**src/sv/utf8d_pkg.sv**
```systemverilog
package utf8d_pkg;

  localparam int unsigned CpW   = 21;
  localparam int unsigned OffW  = 16;
  localparam int unsigned LenW  = 3;
  localparam int unsigned OutDataW = 48;

  typedef enum logic [1:0] {
    STATUS_OK         = 2'd0,
    STATUS_BAD_LEAD   = 2'd1,
    STATUS_BAD_FOLLOW = 2'd2,
    STATUS_TRUNC      = 2'd3
  } status_t;

  // Decoder sequence state
  typedef struct packed {
    logic [1:0]      rem;      // continuation bytes still expected
    logic [LenW-1:0] seq_len;  // length of the open sequence
    logic [CpW-1:0]  acc;      // code point bits gathered so far
    logic [OffW-1:0] start;    // offset of the open sequence's lead byte
    logic [OffW-1:0] offset;   // offset of the next byte
    logic            pend;     // bad continuation seen in this sequence
    logic            disc;     // dropping bytes up to the end mark
  } state_t;

  typedef struct packed {
    logic [CpW-1:0]  code_point;
    status_t         status;
    logic [OffW-1:0] error_position;
    logic [LenW-1:0] error_length;
    logic            last_result;
  } result_t;

endpackage

```
**src/sv/utf8_to_code_point_decoder.sv**
```systemverilog
// UTF-8 to code point decoder. Feed one byte of the string per transfer on
// in_tdata, with in_tlast on the last byte; each completed code point (one
// to four bytes) comes out as one transfer with status OK. A stray
// continuation byte or a lead byte with five or more leading ones is an
// invalid-lead error of length 1; a malformed continuation byte is reported
// as a bad-continuation error with the sequence length once the sequence
// would have completed; a string that ends inside a sequence is a truncation
// error of length 1. Any error is the last result of its string and the
// remaining bytes up to in_tlast are dropped silently. Overlong forms and
// surrogates are not checked. error_position is the byte offset of the
// failing sequence's lead byte and wraps at MAX_STRING_BYTES (or 65536).
// Throughput is one byte per clock while the result register can take a
// result: an input register feeds a single pass of decode logic that
// updates the sequence state and loads the result register, and a byte is
// held in the input register while the result register is full and
// out_tready is low. Bytes that produce no result still pass the decode stage.
module utf8_to_code_point_decoder #(
  parameter int unsigned MAX_STRING_BYTES = 65536
) (
  input  logic        clk,
  input  logic        rst_n,
  input  logic        in_tvalid,
  output logic        in_tready,
  input  logic [7:0]  in_tdata,   // [7:0] byte_in
  input  logic        in_tlast,   // end_of_string
  output logic        out_tvalid,
  input  logic        out_tready,
  output logic [47:0] out_tdata,  // [20:0] code_point, [22:21] status,
                                  // [38:23] error_position,
                                  // [41:39] error_length, [47:42] zero
  output logic        out_tlast   // last_result
);

  // input register
  logic       ib_valid_r;
  logic [7:0] ib_byte_r;
  logic       ib_eos_r;

  logic               ob_space;
  logic               step_go;
  logic               res_valid;
  utf8d_pkg::result_t res;

  // advance the decode stage only when the result register can take a result
  assign step_go   = ib_valid_r && ob_space;
  assign in_tready = !ib_valid_r || step_go;

  always_ff @(posedge clk) begin
    if (!rst_n) begin
      ib_valid_r <= 1'b0;
    end else if (in_tready) begin
      ib_valid_r <= in_tvalid;
    end
  end

  // hold the byte until the decode stage consumes it
  always_ff @(posedge clk) begin
    if (in_tready && in_tvalid) begin
      ib_byte_r <= in_tdata;
      ib_eos_r  <= in_tlast;
    end
  end

  utf8d_core #(
    .MaxStringBytes (MAX_STRING_BYTES)
  ) u_core (
    .clk       (clk),
    .rst_n     (rst_n),
    .step_go   (step_go),
    .byte_in   (ib_byte_r),
    .eos       (ib_eos_r),
    .res_valid (res_valid),
    .res       (res)
  );

  utf8d_outbuf u_outbuf (
    .clk        (clk),
    .rst_n      (rst_n),
    .load       (step_go && res_valid),
    .res        (res),
    .space      (ob_space),
    .out_tready (out_tready),
    .out_tvalid (out_tvalid),
    .out_tdata  (out_tdata),
    .out_tlast  (out_tlast)
  );

endmodule

```
**src/sv/utf8d_core.sv**
```systemverilog
module utf8d_core #(
  parameter int unsigned MaxStringBytes = 65536
) (
  input  logic               clk,
  input  logic               rst_n,
  input  logic               step_go,
  input  logic [7:0]         byte_in,
  input  logic               eos,
  output logic               res_valid,
  output utf8d_pkg::result_t res
);

  // Offset wraps on reaching the string limit, or on 16-bit overflow
  localparam logic [16:0] WrapLim = (MaxStringBytes < 65536) ?
                                    17'(MaxStringBytes) : 17'h10000;

  utf8d_pkg::state_t st_r, st_nxt;

  logic [utf8d_pkg::OffW-1:0] off_inc, off_adv;
  logic [2:0]                 ones;
  logic [utf8d_pkg::CpW-1:0]  lead_bits, acc_shift;
  logic [1:0]                 rem_dec;
  logic                       bad;
  logic                       em;
  utf8d_pkg::status_t         em_status;
  logic [utf8d_pkg::CpW-1:0]  em_cp;
  logic [utf8d_pkg::OffW-1:0] em_pos;
  logic [utf8d_pkg::LenW-1:0] em_len;
  logic                       em_err;

  assign off_inc = st_r.offset + 16'd1;
  assign off_adv = ({1'b0, off_inc} >= WrapLim) ? '0 : off_inc;

  always_comb begin
    casez (byte_in[7:3])
      5'b0????: ones = 3'd0;
      5'b10???: ones = 3'd1;
      5'b110??: ones = 3'd2;
      5'b1110?: ones = 3'd3;
      5'b11110: ones = 3'd4;
      default:  ones = 3'd5;
    endcase
  end

  always_comb begin
    case (ones)
      3'd2:    lead_bits = {16'd0, byte_in[4:0]};
      3'd3:    lead_bits = {17'd0, byte_in[3:0]};
      3'd4:    lead_bits = {18'd0, byte_in[2:0]};
      default: lead_bits = '0;
    endcase
  end

  assign acc_shift = {st_r.acc[14:0], byte_in[5:0]};
  assign rem_dec   = st_r.rem - 2'd1;
  assign bad       = st_r.pend | (byte_in[7:6] != 2'b10);

  always_comb begin
    st_nxt    = st_r;
    em        = 1'b0;
    em_status = utf8d_pkg::STATUS_OK;
    em_cp     = '0;
    em_pos    = '0;
    em_len    = '0;

    if (st_r.disc) begin
      // drop until the end mark, which starts a new string
      if (eos) begin
        st_nxt = '0;
      end else begin
        st_nxt.offset = off_adv;
      end
    end else if (st_r.rem == 2'd0) begin
      if (ones == 3'd0) begin
        em    = 1'b1;
        em_cp = {13'd0, byte_in};
      end else if (ones == 3'd1 || ones == 3'd5) begin
        em        = 1'b1;
        em_status = utf8d_pkg::STATUS_BAD_LEAD;
        em_pos    = st_r.offset;
        em_len    = 3'd1;
      end else if (eos) begin
        em        = 1'b1;
        em_status = utf8d_pkg::STATUS_TRUNC;
        em_pos    = st_r.offset;
        em_len    = 3'd1;
      end else begin
        // open a multi-byte sequence
        st_nxt.seq_len = ones;
        st_nxt.rem     = 2'(ones - 3'd1);
        st_nxt.acc     = lead_bits;
        st_nxt.start   = st_r.offset;
        st_nxt.pend    = 1'b0;
        st_nxt.offset  = off_adv;
      end
    end else begin
      if (rem_dec == 2'd0) begin
        em = 1'b1;
        if (bad) begin
          em_status = utf8d_pkg::STATUS_BAD_FOLLOW;
          em_pos    = st_r.start;
          em_len    = st_r.seq_len;
        end else begin
          em_cp = acc_shift;
        end
      end else if (eos) begin
        em        = 1'b1;
        em_status = utf8d_pkg::STATUS_TRUNC;
        em_pos    = st_r.start;
        em_len    = 3'd1;
      end else begin
        st_nxt.acc    = acc_shift;
        st_nxt.rem    = rem_dec;
        st_nxt.pend   = bad;
        st_nxt.offset = off_adv;
      end
    end

    em_err = (em_status != utf8d_pkg::STATUS_OK);

    if (em) begin
      // a result closes the sequence; an error also ends the string
      st_nxt.rem     = '0;
      st_nxt.seq_len = '0;
      st_nxt.acc     = '0;
      st_nxt.start   = '0;
      st_nxt.pend    = 1'b0;
      if (eos) begin
        st_nxt.offset = '0;
        st_nxt.disc   = 1'b0;
      end else begin
        st_nxt.offset = off_adv;
        st_nxt.disc   = em_err;
      end
    end
  end

  assign res_valid          = em;
  assign res.code_point     = em_cp;
  assign res.status         = em_status;
  assign res.error_position = em_pos;
  assign res.error_length   = em_len;
  assign res.last_result    = eos | em_err;

  always_ff @(posedge clk) begin
    if (!rst_n) begin
      st_r <= '0;
    end else if (step_go) begin
      st_r <= st_nxt;
    end
  end

  a_disc_no_seq : assert property (@(posedge clk) disable iff (!rst_n)
    st_r.disc |-> st_r.rem == 2'd0)
    else $error("dropping with a sequence still open");

  a_pend_in_seq : assert property (@(posedge clk) disable iff (!rst_n)
    st_r.pend |-> st_r.rem != 2'd0)
    else $error("bad continuation flag outside a sequence");

  a_len_covers : assert property (@(posedge clk) disable iff (!rst_n)
    st_r.rem != 2'd0 |-> st_r.seq_len > {1'b0, st_r.rem})
    else $error("sequence length shorter than bytes expected");

  a_err_last : assert property (@(posedge clk) disable iff (!rst_n)
    res_valid && res.status != utf8d_pkg::STATUS_OK |-> res.last_result)
    else $error("error result not marked last");

endmodule

```
**src/sv/utf8d_outbuf.sv**
```systemverilog
module utf8d_outbuf (
  input  logic                                clk,
  input  logic                                rst_n,
  input  logic                                load,
  input  utf8d_pkg::result_t                  res,
  output logic                                space,
  input  logic                                out_tready,
  output logic                                out_tvalid,
  output logic [utf8d_pkg::OutDataW-1:0]      out_tdata,
  output logic                                out_tlast
);

  logic               valid_r;
  utf8d_pkg::result_t data_r;

  assign space = !valid_r || out_tready;

  always_ff @(posedge clk) begin
    if (!rst_n) begin
      valid_r <= 1'b0;
    end else if (load) begin
      valid_r <= 1'b1;
    end else if (out_tready) begin
      valid_r <= 1'b0;
    end
  end

  always_ff @(posedge clk) begin
    if (load) begin
      data_r <= res;
    end
  end

  assign out_tvalid = valid_r;
  assign out_tdata  = {6'd0, data_r.error_length, data_r.error_position,
                       data_r.status, data_r.code_point};
  assign out_tlast  = data_r.last_result;

endmodule
```
**config.mk**
```make
export PLATFORM = sky130hd
export DESIGN_NAME = utf8_to_code_point_decoder
export DESIGN_NICKNAME = d
export VERILOG_FILES = /design/src/sv/utf8d_pkg.sv /design/src/sv/utf8_to_code_point_decoder.sv /design/src/sv/utf8d_core.sv /design/src/sv/utf8d_outbuf.sv
export SDC_FILE = /design/constraint.sdc
export NUM_CORES = 1
export LEC_CHECK = 0
export BUFFER_PORTS_ARGS = -buffer_cell sky130_fd_sc_hd__buf_4
export CORE_AREA = 2 2 84 94
export DETAILED_ROUTE_END_ITERATION = 12
export DIE_AREA = 0 0 86 96
export GPL_TIMING_DRIVEN = 1
export PLACE_DENSITY_LB_ADDON = 0.1
export SLEW_MARGIN = 40
export SYNTH_ARGS = -nofsm -noshare
export SYNTH_HDL_FRONTEND = slang
export SYNTH_SLANG_ARGS = --single-unit
```
**constraint.sdc**
```tcl
create_clock -name clk -period 13.18 [get_ports clk]
set_input_delay 1.318 -clock clk [delete_from_list [all_inputs] [get_ports clk]]
set_output_delay 1.318 -clock clk [all_outputs]
set_load 0.01 [all_outputs]
```
==> run_results.csv <==
group,metric,value,unit
global_routing,grt_pass1_vias,2943,
die,coreArea,0.00731,mm^2
drt,antenna_left,0,
synth,synthAdderAreaFrac,1.42,%
timing,fin_crit,3.20,ns
die,initial_utilization,60.1,%
place,place_congestion,0.867,
synth,ys_async_sr_fraction,0,%
synth,synth_top_family_by_area,"compound AO/OA/AOI/OAI gates",
drt,vias_per_cell,5.94,
clock_network,cts_hold_buf,0,
timing,finalMaxSlewViolations,0,
timing,fmaxAchievable,313,MHz
global_routing,grt_max_degree,39,
synth,ys_ff_latch,108,
timing,skew,0.0152,ns
status,status,"finished, final reports clean",
worst_setup_path,required,13.20,ns
power_and_ir_drop,power_leakage,0.00187,uW
die,die_x,86,um
final_layout,syn2layout_area_growth,15.3,%
drt,drt_first_pass_iters,5,
flow_run,drv_cap,0,
final_layout,antenna_cells,0,
drt,wire_per_inst,16.7,um
global_routing,grt_use_total,22.2,%
clock_network,clock_path_buffers,2,
die,dieArea,0.00826,mm^2
die,die_h,96,um
timing,setup_tns,0,ns
synth,synth.avg_cell_area,11.6,um^2
drt,drc_errors,0,
power_and_ir_drop,ir_worst_vdd,0.0631,mV
worst_setup_path,endpoint_kind,"flop",
clock_network,cts_resized,0,
global_routing,overflow,0,
worst_hold_path,hold_class,"reg2reg",
worst_setup_path,worstSetupPathType,"reg2reg",
place,portBuffers,57,
place,hpwl,5.85,mm
synth,synthMuxAreaShare,0.256,%
synth,ys_warn_count,0,
synth,ys_seq_area_share,61.1,%
drt,drt_wl_total,8.68,mm
power_and_ir_drop,powerDensity,123,mW/mm^2
timing,hold_ws,0.460,ns
clock_network,cts_setup_buffers,0,
timing,finalCritPeriodShare,24.2,%
timing,setup_viol,0,
clock_network,cts_sinks,108,
clock_network,htreeDepth,3,
synth,synth_compound_area_share,17.7,%
die,io-pin-count,64,
clock_network,clockRootBuffer,"clkbuf_8",
synth,netlist_instances,380,
final_layout,drive_gt1_share,19.6,%
worst_setup_path,worstPathMaxFanout,38,
global_routing,antenna_found_initial,0,
timing,rsz0062_at_grt,"false",
drt,num_vias,3096,
clock_network,clock_latency,0.38,ns
place,dp.cells,504,
final_layout,final_cells,521,
timing,worst_pin_slew,0.743,ns
drt,drt_first_iter_violations,220,
synth,synth_cell_types,45,
clock_network,clkTransAtPathRegs,0.09,ns
synth,synth_edf_count,52,
final_layout,nets,447,
synth,synth_xor_area_share,0.598,%
clock_network,cts_tree,"done",
die,std_cell_rows,33,
power_and_ir_drop,p_total,624,uW
worst_setup_path,cp-start-kind,"flop",
synth,mappedNetlistArea,0.00439,mm^2
timing,timing.slew.headroom,50.5,%
clock_network,cts_buffers,9,
worst_setup_path,worstPathArrival,3.21,ns
synth,ys.flop_type,"dfxtp_1",
global_routing,grt_pass1_wl,14.2,mm
timing,hold_viol,0,
synth,synthSimpleGateAreaFrac,14.6,%
[report_power, final]
group | switching, uW | leakage (uW) | internal, uW
clock network | 113 | 0.000105 | 87.2
logic | 31.9 | 0.000824 | 21.2
registers | 7.44 | 0.000939 | 363
[area by class of cell]
cell class	instances	area (um^2)
clock buffers	11	163
clock inverters	5	40.0
fillers	564	2250
inverters	11	41.3
multi-input cells	237	1550
flip-flops and latches	108	2680
well taps	87	109
repair buffers	62	473
[state kept, by name, summed over array words and instances (netlist names)]
signal,count
u_outbuf.out_tdata,42
u_core.st_r,39
u_core.acc_shift,15
ib_byte_r,8
ib_eos_r,1
ib_valid_r,1
u_outbuf.out_tlast,1
u_outbuf.out_tvalid,1
[cell usage after synthesis, types with 7 or more instances]
master	n	area share (%)
or4_1	7	1.2
buf_4	7	1.2
dfxtp_1	56	26
nand3_1	17	1.9
a22o_1	41	8.2
nand2_1	27	2.3
a21oi_1	29	3.3
nor2_1	11	0.94
o21ai_0	7	0.80
and2_1	23	3.3
clkbuf_1	18	1.5
edfxtp_1	52	36
inv_1	11	0.94
[routing by layer]
layer  wire length (um)  track usage, %  vias up
li1                   -               -     1506
met1               3990            30.3     1492
met2               4240            35.6       89
met3                327            3.69        9
met4                123            9.13        0
met5                  0               0        -
[metrics by stage]
stage | utilization, % | instance area [um^2] | worst slack (ns)
floorplan | - | 4410 | 7.80
global placement | 66.1 | 4830 | 9.91
detailed placement | 66.3 | 4850 | 9.81
CTS | 69.1 | 5050 | 9.99
global route | 69.3 | 5060 | 9.74
finish | 69.3 | 5060 | 9.98
[cell usage in the layout, fill, tap and decap left out, drive strengths merged, types with 3 or more instances in the layout]
cell type	synthesis	routed
a31oi	3	3
and2	23	23
o21ai	7	7
nand3	17	17
dfxtp	56	56
inv	11	13
nand2	27	27
conb	1	6
nand4	6	6
xor2	3	3
ha	5	5
nor2	11	11
nand2b	4	4
clkinv	0	3
a21oi	29	29
o31ai	6	6
a22o	41	41
edfxtp	52	52
or3	6	6
o211ai	3	3
nor3	3	3
or4	7	7
clkbuf	18	11
buf	11	62
and3	3	3
[logic make-up (layout without fill, tap and decap cells)]
logic type,count (synthesis),in the layout
AO/OA/AOI/OAI,105,105
XOR/XNOR,3,3
adder cells (fa/ha/maj),5,5
buffers and inverters,40,89
flip-flops,108,108
multiplexers,1,1
other,1,6
AND/OR/NAND/NOR,117,117
[critical path, stage by stage, from the launching register on]
cell and delay [ns]:
edfxtp_1 0.48, inv_1 0.09, o221ai_1 0.31, ha_1 0.29
inv_1 0.06, o211ai_1 0.50, nand2_1 0.18, nor3_2 0.42
buf_4 0.51
[path summary, 6_finish.rpt]
check	startpoint	endpoint	slack, ns	cells after the start
max reg2reg	ib_byte_r[6]$_DFFE_PP_	u_outbuf.out_tdata[17]$_SDFFCE_PP0P_	9.98	8
max	ib_byte_r[6]$_DFFE_PP_	u_outbuf.out_tdata[17]$_SDFFCE_PP0P_	9.98	8
min	u_core.acc_shift[17]$_SDFFE_PN0P_	u_core.acc_shift[17]$_SDFFE_PN0P_	0.46	2
min reg2reg	u_core.acc_shift[17]$_SDFFE_PN0P_	u_core.acc_shift[17]$_SDFFE_PN0P_	0.46	2
No activity file was read; power rests on OpenSTA's default activity.
